## src/design/redundant_frame_duplicate_discard_macros.svh

```systemverilog
// assertion helpers used by rfdd_back
`ifndef REDUNDANT_FRAME_DUPLICATE_DISCARD_MACROS_SVH
`define REDUNDANT_FRAME_DUPLICATE_DISCARD_MACROS_SVH

// property checked on every clock edge outside reset
`define RFDD_ASSERT(name, prop, msg) \
  name: assert property (@(posedge clk_i) disable iff (!rst_ni) (prop)) else $error(msg);

// antecedent implies consequent in the next cycle
`define RFDD_ASSERT_NEXT(name, ante, cons, msg) \
  name: assert property (@(posedge clk_i) disable iff (!rst_ni) (ante) |=> (cons)) \
    else $error(msg);

`endif

```

## src/design/rfdd_pkg.sv

```systemverilog
`default_nettype none
package rfdd_pkg;

  localparam int NODES       = 8;
  localparam int MAX_BLOCKS  = 16;
  localparam int BLOCK_SHIFT = 7;
  localparam int SEQ_PORTS   = 4;

  localparam int SEQ_W       = 16;
  localparam int REC_W       = 2;
  localparam int STAMP_W     = 32;
  localparam int EXP_W       = 16;
  localparam int TAG_W       = SEQ_W - BLOCK_SHIFT;
  localparam int BLOCK_BITS  = 1 << BLOCK_SHIFT;
  localparam int NODE_W      = (NODES > 1) ? $clog2(NODES) : 1;
  localparam int BLK_W       = $clog2(MAX_BLOCKS);
  localparam int SLOT_COUNT  = NODES * MAX_BLOCKS;
  localparam int SLOT_W      = $clog2(SLOT_COUNT);
  localparam int ENT_W       = TAG_W + STAMP_W;
  localparam int ROW_W       = MAX_BLOCKS * ENT_W;
  localparam int SEEN_W      = SEQ_PORTS * BLOCK_BITS;
  localparam int SEEN_IW     = $clog2(SEEN_W);
  localparam int QUEUE_DEPTH = 2;
  localparam int QCNT_W      = $clog2(QUEUE_DEPTH + 1);

  // input func codes
  localparam logic [1:0] FUNC_CHECK = 2'd0;
  localparam logic [1:0] FUNC_TICK  = 2'd1;
  localparam logic [1:0] FUNC_CLEAR = 2'd2;

  // register indexes
  localparam logic REG_PRP_MODE = 1'b0;
  localparam logic REG_EXPIRY   = 1'b1;
  localparam logic [EXP_W-1:0] EXPIRY_RESET = 16'd400;

  typedef enum logic [1:0] {
    CMD_CHECK,
    CMD_TICK,
    CMD_CLEAR,
    CMD_PASS
  } cmd_kind_e;

  typedef struct packed {
    cmd_kind_e              kind;
    logic [NODE_W-1:0]      node;
    logic [TAG_W-1:0]       tag;
    logic [BLOCK_SHIFT-1:0] bit_idx;
    logic [REC_W-1:0]       rec;
    logic                   discard;
    logic                   bad_port;
  } cmd_t;

  typedef enum logic [1:0] {
    BK_IDLE,
    BK_LOOK,
    BK_BITS
  } back_state_e;

endpackage
`default_nettype wire

```

## src/design/rfdd_queue.sv

```systemverilog
`default_nettype none
module rfdd_queue (
  input  wire logic           clk_i,
  input  wire logic           rst_ni,
  input  wire logic           in_valid_i,
  output logic                in_ready_o,
  input  rfdd_pkg::cmd_t      in_cmd_i,
  output logic                out_valid_o,
  input  wire logic           out_ready_i,
  output rfdd_pkg::cmd_t      out_cmd_o
);

  rfdd_pkg::cmd_t                 buf_q [rfdd_pkg::QUEUE_DEPTH];
  logic                           wr_ptr_q, rd_ptr_q;
  logic [rfdd_pkg::QCNT_W-1:0]    cnt_q, cnt_d;
  logic                           push, pop;

  assign in_ready_o  = cnt_q != rfdd_pkg::QCNT_W'(rfdd_pkg::QUEUE_DEPTH);
  assign out_valid_o = cnt_q != '0;
  assign out_cmd_o   = buf_q[rd_ptr_q];
  assign push        = in_valid_i && in_ready_o;
  assign pop         = out_valid_o && out_ready_i;

  // fill level
  always_comb begin
    cnt_d = cnt_q;
    if (push && !pop) begin
      cnt_d = cnt_q + 1'b1;
    end else if (pop && !push) begin
      cnt_d = cnt_q - 1'b1;
    end
  end

  // pointers and count
  always_ff @(posedge clk_i or negedge rst_ni) begin
    if (!rst_ni) begin
      wr_ptr_q <= 1'b0;
      rd_ptr_q <= 1'b0;
      cnt_q    <= '0;
    end else begin
      cnt_q <= cnt_d;
      if (push) begin
        wr_ptr_q <= !wr_ptr_q;
      end
      if (pop) begin
        rd_ptr_q <= !rd_ptr_q;
      end
    end
  end

  // entry storage
  always_ff @(posedge clk_i) begin
    if (push) begin
      buf_q[wr_ptr_q] <= in_cmd_i;
    end
  end

endmodule
`default_nettype wire

```

## config.mk

```make
export PLATFORM = sky130hd
export DESIGN_NAME = rfdd_queue
export DESIGN_NICKNAME = d
export VERILOG_FILES = /design/src/design/redundant_frame_duplicate_discard_macros.svh /design/src/design/rfdd_pkg.sv /design/src/design/rfdd_queue.sv
export SDC_FILE = /design/constraint.sdc
export NUM_CORES = 1
export LEC_CHECK = 0
export BUFFER_PORTS_ARGS = -buffer_cell sky130_fd_sc_hd__buf_2
export CORE_MARGIN = 4
export CORE_UTILIZATION = 49
export CTS_CLUSTER_DIAMETER = 50
export DETAILED_ROUTE_END_ITERATION = 10
export GPL_ROUTABILITY_DRIVEN = 0
export HOLD_SLACK_MARGIN = 0.15
export PLACE_DENSITY_LB_ADDON = 0.25
export SETUP_SLACK_MARGIN = 0.4
export SLEW_MARGIN = 30
export SYNTH_ARGS = -nofsm -noshare
export SYNTH_HDL_FRONTEND = slang
export SYNTH_SLANG_ARGS = --single-unit
```

## constraint.sdc

```tcl
create_clock -name clk_i -period 2.5 [get_ports clk_i]
set_input_delay 0.375 -clock clk_i [delete_from_list [all_inputs] [get_ports clk_i]]
set_output_delay 0.375 -clock clk_i [all_outputs]
set_load 0.02 [all_outputs]
```

== Yosys cells after proc, flatten, opt, wreduce, memory -nomap -nowiden ==
Memories as Yosys holds them, arrays and structs flattened.
Index checks and enable logic that the tools add are counted.
Operators by class
  $add $sub $neg: 2
  equal/unequal tests: 1
  muxes and demuxes: 4
  reductions and logical operators: 10
Operators with widths (count)
  1-bit logical AND: 4
  1-bit logical NOT: 4
  2-bit two-way mux: 2
  2-bit nonzero test: 2
  2-bit by 1-bit adder with 2-bit output, second input constant: 1
  1-bit two-way mux: 2
  2-bit != test, second input constant: 1
  2-bit by 1-bit subtractor with 2-bit output, second input constant: 1
Storage, ports and cells
  register bits: 4
  RAM bits: 50
  input bits: 29
  output and inout port bits: 27
  word-level logic and storage cells: 21
  memories kept: 1
Memories
  buf_q: words 2, bits a word 25, read ports 1, clocked after Yosys merged registers in 0, wr ports 1, line rfdd_queue.sv:13  | rfdd_pkg::cmd_t buf_q [rfdd_pkg::QUEUE_DEPTH];

== Longest topological paths before layout ==
Gate-level depths: netlist of run 1.
  depth in word-level cells: 6
  depth in mapped cells: 7
  depth with buffers taken out: 7

== Least setup slack after synthesis of run 1 ==
OpenSTA, ideal clock, no wires.
  kind: register -> register
  from: register cnt_q[0] (netlist name)
  to: memory buf_q[0][0] (netlist name), enable pin
  setup time: 0.407 ns
  data arrival time: 1.865 ns
  data required time: 2.093 ns
  setup slack: 0.228 ns
  cell stages (with the launch flop): 4
  buffers on the path: 0
  period minus slack after synthesis: 2.272 ns
  path through: dfrtp_1 nand2b_1 nand2_1 nor2_1
Between the ends
  word-level cells in the longest chain between the ends: 4
RTL lines
  start: declaration: line rfdd_queue.sv:15  | logic [rfdd_pkg::QCNT_W-1:0] cnt_q, cnt_d;
  start signal: assignment: line rfdd_queue.sv:41  | cnt_q <= cnt_d;
  2-bit != test: line rfdd_queue.sv:18  | assign in_ready_o = cnt_q != rfdd_pkg::QCNT_W'(rfdd_pkg::QUEUE_DEPTH);
  via in_ready_o: line rfdd_queue.sv:6  | output logic in_ready_o,
  1-bit logical AND: line rfdd_queue.sv:21  | assign push = in_valid_i && in_ready_o;
  1-bit two-way mux: line rfdd_queue.sv:53  | if (push) begin
  1-bit two-way mux (not written as such): line rfdd_queue.sv:54  | buf_q[wr_ptr_q] <= in_cmd_i;
  end: declaration: line rfdd_queue.sv:13
The timed path passes the listed nets, and every way through them passes these cells.

==> out/qor.csv, run 1 <==
stage;metric;value;unit
worst_setup_path;setup.worst_path.end_class;primary output;
logic_synthesis;post_synth.cell_area_avg;21.9;sq um
power_and_ir_drop;power.density;1160;nW/um^2
global_route;antenna_found_initial;0;
detailed_routing;totalWireLength;3.26;mm
worst_setup_path;crit_buf_inv;2;
logic_synthesis;synth_common_cells;50 x edfxtp_1, 19 x mux2_4, 6 x mux2_2;
worst_setup_path;path_max_fanout;26;
power_and_ir_drop;swShare;0.329;
sta;final-hold-violation-count;0;
floorplanning;start_util;0.517;
worst_setup_path;path_cells;buf_4 > mux2_2 > buf_2;
logic_synthesis;synth_cells;96;
sta;finalSetupViolCount;0;
worst_setup_path;reg2regPathDepth;7;
detailed_routing;routedWlPerCell;15.4;microns
run_status;status;finished, final reports clean;
sta;max_slew.worst_pin.slew;0.455;ns
logic_synthesis;synth.top_cell.area_share;0.715;
sta;finalSetupTns;0;ns
place;portBuffers;55;
sta;fin_crit_sh;0.770;
detailed_routing;final_antenna_net_count;0;
floorplanning;die_x;73.5;microns
detailed_routing;drtIter0Drc;27;
clocking;cts_tree;built;
sta;maxSlewHeadroom;0.697;
place;place_hpwl;2.45;mm
power_and_ir_drop;power_frac_seq;0.451;
clocking;numCtsBuffers;5;
power_and_ir_drop;internal-power;0.00195;W
final_layout;antenna_cells;0;
worst_setup_path;cp-startpoint;rd_ptr_q$_DFFE_PN0P_;
clocking;path_clk_slew;0.08;ns
global_route;track_usage;0.130;
logic_synthesis;synth_seq_cells;54;
flow_run;drv_cap;0;
worst_setup_path;r2r_start;cnt_q[0]$_DFFE_PN0P_;
power_and_ir_drop;p_leak;1.02;nW
clocking;cts-root-buf;clkbuf_8;
logic_synthesis;synth.largest_area_cell;edfxtp_1;
place;place_inst;203;
sta;rsz0062_at_grt;false;
final_layout;num-nets-final;191;
floorplanning;dieArea;5400;sq um
power_and_ir_drop;switching_power;0.000956;W
sta;post-route-min-period;1.93;ns
worst_setup_path;path_delay_family;buffers and inverters;
global_route;grt_max_degree;27;
power_and_ir_drop;clkPwrFrac;0.148;
sta;setup_ws;0.575;ns
worst_setup_path;required;2.12;ns
clocking;postCtsResizedCells;0;
logic_synthesis;yosys.cell_types.count;15;
clocking;clkSinkCount;54;
logic_synthesis;synth.net_count;126;
logic_synthesis;synth_edf_count;50;
clocking;cts_setup_buffers;0;
sta;worst_clock_skew;0.00837;ns
clocking;hold_buffers;1;
detailed_routing;vias;1041;
logic_synthesis;synth_area_leaders;edfxtp_1 72%, mux2_4 14%, dfrtp_1 4.8%;
final_layout;syn2layout_area_growth;19.8;%
floorplanning;rows;23;
global_route;grt_pass1_vias;1128;
final_layout;stdcell_count;211;
global_route;grt_overflow_total;0;
worst_setup_path;r2r-end;cnt_q[1]$_DFFE_PN0P_;
worst_setup_path;crit_arrival;1.55;ns
floorplanning;die_h;73.5;microns
worst_setup_path;r2r_slack;1.01;ns
sta;drv_slew;0;
worst_setup_path;start_kind;flip-flop;
worst_setup_path;cp.depth;3;
logic_synthesis;ys.warnings.count;0;
hold_path;hold_class;in -> reg;
detailed_routing;dr.pass1.iters;2;
clocking;htreeDepth;2;
floorplanning;ios;56;
final_layout;drive_gt1_frac;0.571;
floorplanning;core;4060;sq um
clocking;clk-insertion-delay-late;0.29;ns
worst_setup_path;path_class;reg -> out;
power_and_ir_drop;ir_worst_vdd;0.590;mV
logic_synthesis;ys.flop_type;edfxtp_1;
logic_synthesis;post-synth-top-count-cell;edfxtp_1;
global_route;grt_pass1_wl;5.09;mm
logic_synthesis;async_flop_share;0.0741;
logic_synthesis;syn-cell-area;2100;sq um
place;dp_slack;0.874;ns
clocking;cts_buffer_depth;2;
worst_setup_path;cp_slowest_cell;buf_4;
detailed_routing;drc;0;
worst_setup_path;cp_slowest_stage_delay;0.40;ns
worst_setup_path;cp-endpoint;out_cmd_o[17];
power_and_ir_drop;power.share.combinational;0.402;
logic_synthesis;ys_seq_area_frac;0.763;
detailed_routing;avgViaCountPerCell;4.93;
sta;fmax;519;MHz
==> through the flow <==
stage	utilization	power (W)	hold slack, ns	instance area [sq um]
after global placement	0.598	0.00248	0.183	2430
after floorplan	-	0.00225	0.0794	2100
after CTS	0.620	0.00295	0.257	2520
after detailed placement	0.598	0.00252	0.188	2430
final	0.620	0.00291	0.265	2520
after global routing	0.620	0.00306	0.245	2520
==> final cells by class <==
class / instances / area [sq um]
Sequential cell: 54 / 1600
Fill cell: 313 / 1540
Multi-Input combinational cell: 38 / 445
Timing Repair Buffer: 61 / 323
Clock buffer: 6 / 72.6
Tap cell: 50 / 62.6
Clock inverter: 1 / 7.51
Inverter: 1 / 3.75
==> routing by layer <==
layer | track usage | wire, microns | vias to the layer above
li1 | - | - | 490
met1 | 0.131 | 1180 | 509
met2 | 0.241 | 1780 | 35
met3 | 0.0397 | 232 | 7
met4 | 0.0604 | 60 | 0
met5 | 0 | 0 | -
==> worst min-delay path by stage <==
stage	startpoint	endpoint	slack [ns]	depth (start not counted)
floorplan	rst_ni	cnt_q[0]$_DFFE_PN0P_	0.08	0
global placement	rst_ni	cnt_q[1]$_DFFE_PN0P_	0.18	1
detailed placement	rst_ni	cnt_q[0]$_DFFE_PN0P_	0.19	1
CTS	in_cmd_i[9]	buf_q[1][9]$_DFFE_PP_	0.26	1
global route	in_cmd_i[9]	buf_q[1][9]$_DFFE_PP_	0.24	1
finish	in_cmd_i[4]	buf_q[1][4]$_DFFE_PP_	0.27	1
==> cell families after synthesis <==
logic type    after synthesis  synth area share
buf+inv                     4            0.0262
mux                        25             0.168
fa+ha+maj                   1           0.00596
flops                      54             0.763
simple gates                7            0.0161
xor+xnor                    5            0.0209
==> registers in the layout (all words and copies together) (netlist names) <==
signal / count
buf_q: 50
cnt_q: 2
rd_ptr_q: 1
wr_ptr_q: 1
==> worst register-to-register path, cell delays in order (launching register included) <==
cell      delay [ns]
dfrtp_1         0.42
nand2b_1        0.19
nand2_1         0.14
inv_1           0.06
ha_1            0.20
xor2_1          0.14
nor2_1          0.12
xor2_1          0.15
==> cells in the final DEF (no fill, tap or decap) <==
cell	count
buf_4	5
dfrtp_1	4
nand2b_1	1
nor2_1	1
clkbuf_1	1
edfxtp_1	50
mux2_4	19
nor2_2	1
or2_1	1
mux2_2	6
and3_1	1
buf_2	55
xor2_1	2
inv_1	1
dlygate4sd3_1	1
nand2_1	2
clkinvlp_4	1
ha_1	1
xnor2_1	3
clkbuf_8	5
==> power groups by stage <==
stage / sequential [W] / clock, W / combinational [W]
2_1_floorplan: 0.00131 / 0 / 0.000933
3_3_place_gp: 0.00132 / 0 / 0.00116
3_5_place_dp: 0.00134 / 0 / 0.00118
4_1_cts: 0.00132 / 0.000448 / 0.00119
5_1_grt: 0.00133 / 0.000485 / 0.00124
6_report: 0.00131 / 0.000430 / 0.00117
(Power assumes the default switching activity.)
==> run 2, diff against run 1 <==
--- a/config.mk
+++ b/config.mk
@@ -5,6 +5,7 @@
 export SDC_FILE = /design/constraint.sdc
 export NUM_CORES = 1
 export LEC_CHECK = 0
+export ABC_AREA = 1
 export BUFFER_PORTS_ARGS = -buffer_cell sky130_fd_sc_hd__buf_2
 export CORE_MARGIN = 4
 export CORE_UTILIZATION = 49
==> constraint.sdc (replaced) <==
create_clock -name clk_i -period 1.99 [get_ports clk_i]
set_input_delay 0.2985 -clock clk_i [delete_from_list [all_inputs] [get_ports clk_i]]
set_output_delay 0.2985 -clock clk_i [all_outputs]
set_load 0.02 [all_outputs]
==> out/qor.csv, run 2 <==
stage;metric;value;unit;change
final_layout;largestRegisters;buf_q x50, cnt_q x2;;unchanged
logic_synthesis;ys.warnings.count;0;;unchanged
power_and_ir_drop;power.share.combinational;0.514;;was 0.402
sta;fin_crit_sh;0.833;;
final_layout;fillCellCount;283;;was 313
logic_synthesis;synth-adder-area-share;0.00600;;was 0.00596
sta;post-route-min-period;1.66;ns;
flow_run;drv_cap;0;;unchanged
power_and_ir_drop;swShare;0.377;;was 0.329
global_route;grt_pass1_vias;1224;;was 1128
global_route;track_usage;0.137;;was 0.130
global_route;grt_overflow_total;0;;unchanged
detailed_routing;drtIter0Drc;27;;unchanged
floorplanning;ios;56;;unchanged
hold_path;holdPathEnd;buf_q[0][1]$_DFFE_PP_;;was buf_q[1][4]$_DFFE_PP_
sta;final-hold-violation-count;0;;unchanged
global_route;grt_pass1_wl;5.43;mm;was 5.09 mm
worst_setup_path;setup.worst_path.end_class;primary output;;unchanged
final_layout;antenna_cells;0;;unchanged
floorplanning;core;4060;sq um;unchanged
floorplanning;die_h;73.2;microns;was 73.5 microns
clocking;htreeDepth;2;;unchanged
power_and_ir_drop;power.density;1590;nW/um^2;was 1160 nW/um^2
detailed_routing;final_antenna_net_count;0;;unchanged
final_layout;final_cell_mix;50 x edfxtp_1, 45 x nand2_2, 32 x nand2_1;;was 55 x buf_2, 50 x edfxtp_1, 19 x mux2_4
worst_setup_path;reg2regPathDepth;9;;was 7
sta;finalSetupViolCount;0;;unchanged
logic_synthesis;synth_top_family_by_area;simple AND/OR/NAND/NOR gates;;was multiplexers
clocking;cts_tree;built;;unchanged
sta;worst_clock_skew;0.00552;ns;was 0.00837 ns
clocking;numCtsBuffers;5;;unchanged
hold_path;hold_depth;1;;unchanged
power_and_ir_drop;p_leak;1.27;nW;was 1.02 nW
logic_synthesis;synth.top_cell.area_share;0.720;;was 0.715
floorplanning;die_x;73.2;microns;was 73.5 microns
logic_synthesis;synth_edf_count;50;;unchanged
final_layout;top_register;buf_q;;unchanged
logic_synthesis;synth_seq_cells;54;;unchanged
logic_synthesis;yosys.cell_types.count;16;;was 15
clocking;clk-insertion-delay-late;0.30;ns;was 0.29 ns
place;place_hpwl;2.40;mm;was 2.45 mm
detailed_routing;routedWlPerCell;14.2;microns;was 15.4 microns
worst_setup_path;path_max_fanout;5;;was 26
logic_synthesis;synth_cells;159;;was 96
global_route;grt_max_degree;27;;unchanged
logic_synthesis;synth.largest_area_cell;edfxtp_1;;unchanged
worst_setup_path;r2r-end;cnt_q[1]$_DFFE_PN0P_;;unchanged
logic_synthesis;syn-cell-area;2080;sq um;was 2100 sq um
final_layout;final_util;0.729;;was 0.620
logic_synthesis;ys_seq_area_frac;0.768;;was 0.763
worst_setup_path;r2r_slack;0.58;ns;was 1.01 ns
worst_setup_path;r2r_start;cnt_q[0]$_DFFE_PN0P_;;unchanged
logic_synthesis;synth_simple_gate_area_share;0.174;;was 0.0161
logic_synthesis;post_synth.cell_area_avg;13.1;sq um;was 21.9 sq um
logic_synthesis;muxShareOfSynthArea;0;;was 0.168
clocking;clkSinkCount;54;;unchanged
power_and_ir_drop;power_frac_seq;0.360;;was 0.451
global_route;antenna_found_initial;0;;unchanged
floorplanning;rows;23;;unchanged
power_and_ir_drop;switching_power;0.00177;W;was 0.000956 W
clocking;cts_buffer_depth;2;;unchanged
detailed_routing;avgViaCountPerCell;4.75;;was 4.93
logic_synthesis;post-synth-top-count-cell;nand2_1;;was edfxtp_1
logic_synthesis;synth_area_leaders;edfxtp_1 72%, nand2_1 14%, dfrtp_1 4.8%;;was edfxtp_1 72%, mux2_4 14%, dfrtp_1 4.8%
sta;maxSlewHeadroom;0.839;;was 0.697
power_and_ir_drop;clkPwrFrac;0.126;;was 0.148
final_layout;num-nets-final;260;;was 191
logic_synthesis;synth_common_cells;77 x nand2_1, 50 x edfxtp_1, 8 x nand2_2;;was 50 x edfxtp_1, 19 x mux2_4, 6 x mux2_2
sta;max_slew.worst_pin.slew;0.241;ns;was 0.455 ns
sta;finalSetupTns;0;ns;unchanged
worst_setup_path;cp_slowest_cell;dfrtp_4;;was buf_4
logic_synthesis;async_flop_share;0.0741;;unchanged
clocking;cts-root-buf;clkbuf_8;;unchanged
sta;rsz0062_at_grt;true;;was false
detailed_routing;totalWireLength;3.99;mm;was 3.26 mm
hold_path;hold_class;in -> reg;;unchanged
detailed_routing;vias;1335;;was 1041
sta;drv_slew;0;;unchanged
logic_synthesis;ys.flop_type;edfxtp_1;;unchanged
logic_synthesis;synth-compound-area-share;0;;unchanged
clocking;path_clk_slew;0.09;ns;was 0.08 ns
worst_setup_path;path_cells;buf_8 > buf_8 > nand2_1 > nand2_1 > buf_6;;was buf_4 > mux2_2 > buf_2
detailed_routing;dr.pass1.iters;4;;was 2
worst_setup_path;crit_arrival;1.36;ns;was 1.55 ns
final_layout;drive_gt1_frac;0.571;;unchanged
floorplanning;dieArea;5360;sq um;was 5400 sq um
final_layout;final_common_cell;edfxtp_1;;was buf_2
place;place_inst;265;;was 203
hold_path;min_from;in_cmd_i[1];;was in_cmd_i[4]
final_layout;stdcell_count;281;;was 211
final_layout;syn2layout_area_growth;41.9;%;was 19.8%
sta;fmax;603;MHz;
worst_setup_path;start_kind;flip-flop;;unchanged
place;portBuffers;55;;unchanged
power_and_ir_drop;ir_worst_vdd;0.876;mV;was 0.590 mV
power_and_ir_drop;internal-power;0.00292;W;was 0.00195 W
logic_synthesis;synth.net_count;189;;was 126
run_status;status;finished, final reports clean;;unchanged
detailed_routing;drc;0;;unchanged
worst_setup_path;path_class;reg -> out;;unchanged
worst_setup_path;required;1.69;ns;was 2.12 ns
logic_synthesis;synth-xor-area-share;0.00840;;was 0.0209
worst_setup_path;cp_slowest_stage_delay;0.52;ns;was 0.40 ns
floorplanning;start_util;0.514;;was 0.517
final_layout;largest_reg_flops;50;;unchanged
## run 2: changes by cell type after synthesis, moves of 2 or more
cell and change:
nand2_1 +75, mux2_4 -19, nand2_2 +8, mux2_2 -6
inv_1 +4, buf_12 -2, buf_6 +2, nand3_1 +2
xnor2_1 -2
## run 2: per-stage QoR
stage	total power (W)	hold WS, ns	setup WS [ns]	area, sq um
floorplan	0.00277	0.00291	0.263	2090
global placement	0.00319	0.111	0.527	2420
detailed placement	0.00321	0.110	0.495	2420
CTS	0.00381	0.174	0.375	2520
global route	0.00494	0.168	0.284	2960
finish	0.00469	0.182	0.332	2960
## run 2: kinds of logic after synthesis
group,count (synthesis)
and+or+nand+nor,90
adders and majority gates,1
DFF,54
xor gates and xnor gates,2
buffers and inverters,12
## run 2: layout make-up
| cell class | instances | area, sq um | area share |
|---|---|---|---|
| clock buffers | 6 | 82.6 | 0.0279 |
| clock inverters | 2 | 7.51 | 0.00254 |
| inverters | 7 | 38.8 | 0.0131 |
| multi-input cells | 93 | 551 | 0.186 |
| flip-flops and latches | 54 | 1610 | 0.543 |
| well taps | 50 | 62.6 | 0.0212 |
| repair buffers | 68 | 599 | 0.203 |
| repair inverters | 1 | 11.3 | 0.00381 |
## run 2: worst max path at each step
stage,start,endpoint,slack (ns),cells after the start
after floorplan,cnt_q[0]$_DFFE_PN0P_,buf_q[0][0]$_DFFE_PP_,0.26,4
after global placement,rd_ptr_q$_DFFE_PN0P_,out_cmd_o[24],0.53,4
after detailed placement,rd_ptr_q$_DFFE_PN0P_,out_cmd_o[24],0.50,4
after CTS,rd_ptr_q$_DFFE_PN0P_,out_cmd_o[24],0.38,4
after global routing,rd_ptr_q$_DFFE_PN0P_,out_cmd_o[20],0.28,5
final,rd_ptr_q$_DFFE_PN0P_,out_cmd_o[20],0.33,5
## run 2: timing repair
item | CTS | global route
resized for setup | 1 | 121
pin swaps | 0 | 23
hold buffers | 1 | 0
gates cloned | 0 | 3
endpoints found under the setup margin | 25 | 25
setup buffers | 1 | 3
endpoints found under the hold margin | 4 | 0
## run 2: critical path: cells and delay by family, from the launching register on
kind | cells | cell delay [ns]
buf+inv | 3 | 0.41
flops | 1 | 0.52
simple gates | 2 | 0.13
## run 2: per-layer routing
metal	GRT usage	routed length, microns
met1	0.154	1530
met2	0.242	2150
met3	0.0510	261
met4	0.0369	35
met5	0	0
## run 2: power groups by stage
stage                     Combinational (W)  Sequential [W]  Clock [W]
after CTS                           0.00153         0.00167   0.000609
after global routing                0.00258         0.00171   0.000652
after detailed placement            0.00150         0.00170          0
after floorplan                     0.00111         0.00165          0
after global placement              0.00149         0.00170          0
final                               0.00241         0.00169   0.000591
==> run 3, diff against run 2 <==
--- a/config.mk
+++ b/config.mk
@@ -5,7 +5,7 @@
 export SDC_FILE = /design/constraint.sdc
 export NUM_CORES = 1
 export LEC_CHECK = 0
-export ABC_AREA = 1
+export ABC_AREA = 0
 export BUFFER_PORTS_ARGS = -buffer_cell sky130_fd_sc_hd__buf_2
 export CORE_MARGIN = 4
 export CORE_UTILIZATION = 49
==> constraint.sdc (replaced) <==
create_clock -name clk_i -period 1.6 [get_ports clk_i]
set_input_delay 0.24 -clock clk_i [delete_from_list [all_inputs] [get_ports clk_i]]
set_output_delay 0.24 -clock clk_i [all_outputs]
set_load 0.02 [all_outputs]
==> out/qor.csv, run 3 (synthesis results as in run 1) <==
stage;metric;value;unit;change
sta;fin_crit_sh;1.03;;
floorplanning;start_util;0.517;;was 0.514
clocking;numCtsBuffers;5;;unchanged
worst_setup_path;r2r-end;buf_q[0][14]$_DFFE_PP_;;was cnt_q[1]$_DFFE_PN0P_
detailed_routing;final_antenna_net_count;0;;unchanged
run_status;status;finished with violations;;was finished, final reports clean
global_route;grt_pass1_wl;5.93;mm;was 5.43 mm
final_layout;largest_reg_flops;50;;unchanged
power_and_ir_drop;p_leak;1.34;nW;was 1.27 nW
final_layout;multi_input_area;522;sq um;was 551 sq um
detailed_routing;avgViaCountPerCell;4.87;;was 4.75
floorplanning;rows;23;;unchanged
sta;final-hold-violation-count;0;;unchanged
global_route;grt_pass1_vias;1241;;was 1224
place;place_hpwl;2.51;mm;was 2.40 mm
final_layout;largestRegisters;buf_q x50, cnt_q x2;;unchanged
sta;maxSlewHeadroom;0.876;;was 0.839
detailed_routing;vias;1233;;was 1335
worst_setup_path;setup.worst_path.end_class;primary output;;unchanged
worst_setup_path;r2r_start;cnt_q[1]$_DFFE_PN0P_;;was cnt_q[0]$_DFFE_PN0P_
final_layout;fillCellCount;208;;was 283
global_route;track_usage;0.152;;was 0.137
clocking;htreeDepth;2;;unchanged
detailed_routing;drtIter0Drc;63;;was 27
final_layout;drive_gt1_frac;0.586;;was 0.571
place;portBuffers;55;;unchanged
global_route;antenna_found_initial;0;;unchanged
floorplanning;ios;56;;unchanged
detailed_routing;routedWlPerCell;16.6;microns;was 14.2 microns
power_and_ir_drop;ir_worst_vdd;1.30;mV;was 0.876 mV
power_and_ir_drop;power;0.00584;W;was 0.00469 W
final_layout;antenna_cells;0;;unchanged
final_layout;top_register;buf_q;;unchanged
sta;fmax;607;MHz;
sta;rsz0062_at_grt;true;;unchanged
sta;finalSetupViolCount;25;;was 0
hold_path;hold_class;in -> async;;was in -> reg
global_route;grt_overflow_total;0;;unchanged
detailed_routing;drc;0;;unchanged
clocking;cts-root-buf;clkbuf_8;;unchanged
sta;max_slew.worst_pin.slew;0.186;ns;was 0.241 ns
worst_setup_path;reg2regPathDepth;6;;was 9
worst_setup_path;path_class;reg -> out;;unchanged
clocking;path_clk_slew;0.08;ns;was 0.09 ns
sta;setup_ws;-0.0484;ns;was 0.332 ns
floorplanning;core;4060;sq um;unchanged
detailed_routing;dr.pass1.iters;4;;unchanged
worst_setup_path;r2r_slack;0.20;ns;was 0.58 ns
final_layout;final_cell_mix;50 x edfxtp_1, 32 x buf_2, 27 x buf_6;;was 50 x edfxtp_1, 45 x nand2_2, 32 x nand2_1
final_layout;regArea;1600;sq um;was 1610 sq um
clocking;clkSinkCount;54;;unchanged
sta;worst_clock_skew;0.00533;ns;was 0.00552 ns
worst_setup_path;start_kind;flip-flop;;unchanged
worst_setup_path;path_max_fanout;8;;was 5
clocking;cts_buffer_depth;2;;unchanged
floorplanning;die_x;73.5;microns;was 73.2 microns
power_and_ir_drop;power.density;1790;nW/um^2;was 1590 nW/um^2
floorplanning;die_h;73.5;microns;was 73.2 microns
sta;drv_slew;0;;unchanged
final_layout;num-nets-final;232;;was 260
detailed_routing;totalWireLength;4.21;mm;was 3.99 mm
sta;post-route-min-period;1.65;ns;
floorplanning;dieArea;5400;sq um;was 5360 sq um
place;dp_slack;0.142;ns;was 0.495 ns
final_layout;final_common_cell;edfxtp_1;;unchanged
final_layout;final_util;0.804;;was 0.729
final_layout;syn2layout_area_growth;55.4;%;was 41.9%
clocking;cts_tree;built;;unchanged
clocking;clk-insertion-delay-late;0.30;ns;about the same
worst_setup_path;required;1.36;ns;was 1.69 ns
flow_run;drv_cap;0;;unchanged
global_route;grt_max_degree;18;;was 27
run_status;violations;setup timing;;
worst_setup_path;crit_arrival;1.41;ns;was 1.36 ns
## run 3: changes by cell type in the layout (fill, tap and decap cells not counted), moves of 3 or more
| cell | previous run | this run |
|---|---|---|
| buf_12 | 1 | 6 |
| buf_8 | 5 | 1 |
| dlygate4sd3_1 | 1 | 26 |
| inv_1 | 5 | 0 |
| mux2_2 | 0 | 3 |
| mux2_4 | 0 | 22 |
| nand2_1 | 32 | 0 |
| nand2_2 | 45 | 0 |
| nand2_4 | 8 | 2 |
## run 3: layer usage
metal,GRT usage,vias up,share of wire
met5,0,-,0
met4,0.0483,0,0.012
met3,0.0438,6,0.053
met2,0.281,39,0.56
met1,0.167,607,0.38
li1,-,581,-
## run 3: worst max-delay path, stage by stage, from the launching register on
cell and delay [ns]:
dfrtp_2 0.48, clkbuf_16 0.20, mux2_4 0.30, buf_6 0.13
## run 3: final cells by class
cell class	count	area share
multi-input cells	38	0.160
clock buffers	6	0.0222
clock inverters	2	0.00269
repair buffers	102	0.303
well taps	50	0.0192
inverters	1	0.00115
flip-flops and latches	54	0.491
## run 3: worst max-delay path by stage
stage	slack, ns	start	endpoint
after global placement	0.25	cnt_q[0]$_DFFE_PN0P_	cnt_q[1]$_DFFE_PN0P_
after global routing	-0.09	rd_ptr_q$_DFFE_PN0P_	out_cmd_o[21]
after detailed placement	0.14	cnt_q[0]$_DFFE_PN0P_	cnt_q[1]$_DFFE_PN0P_
after CTS	-0.06	rd_ptr_q$_DFFE_PN0P_	out_cmd_o[17]
after floorplan	0.15	cnt_q[0]$_DFFE_PN0P_	cnt_q[1]$_DFFE_PN0P_
final	-0.05	rd_ptr_q$_DFFE_PN0P_	out_cmd_o[0]
## run 3: stage by stage
step	hold WS (ns)	TNS, ns	std cells	instance area [sq um]
after floorplan	-0.0556	0	96	2120
after global placement	0.0450	0	204	2490
after detailed placement	0.0496	0	204	2490
after CTS	0.257	-0.713	245	2990
after global routing	0.279	-1.90	253	3260
final	0.288	-0.868	253	3260
## run 3: repair_timing
item | 4_1_cts | 5_1_grt
endpoints found under the hold margin | 54 | 0
endpoints found under the setup margin | 79 | 79
hold buffers | 26 | 0
buffers inserted | 6 | 6
gates cloned | 1 | 2
pin swaps | 6 | 5
gates resized for setup | 20 | 50
## run 3: report_power, final
group          total, W  leakage (nW)  internal, W  switching [W]
registers       0.00209         0.510      0.00194       0.000149
clock network  0.000697        0.0426     0.000301       0.000396
logic           0.00305         0.788      0.00176        0.00130
total           0.00584          1.34      0.00400        0.00184
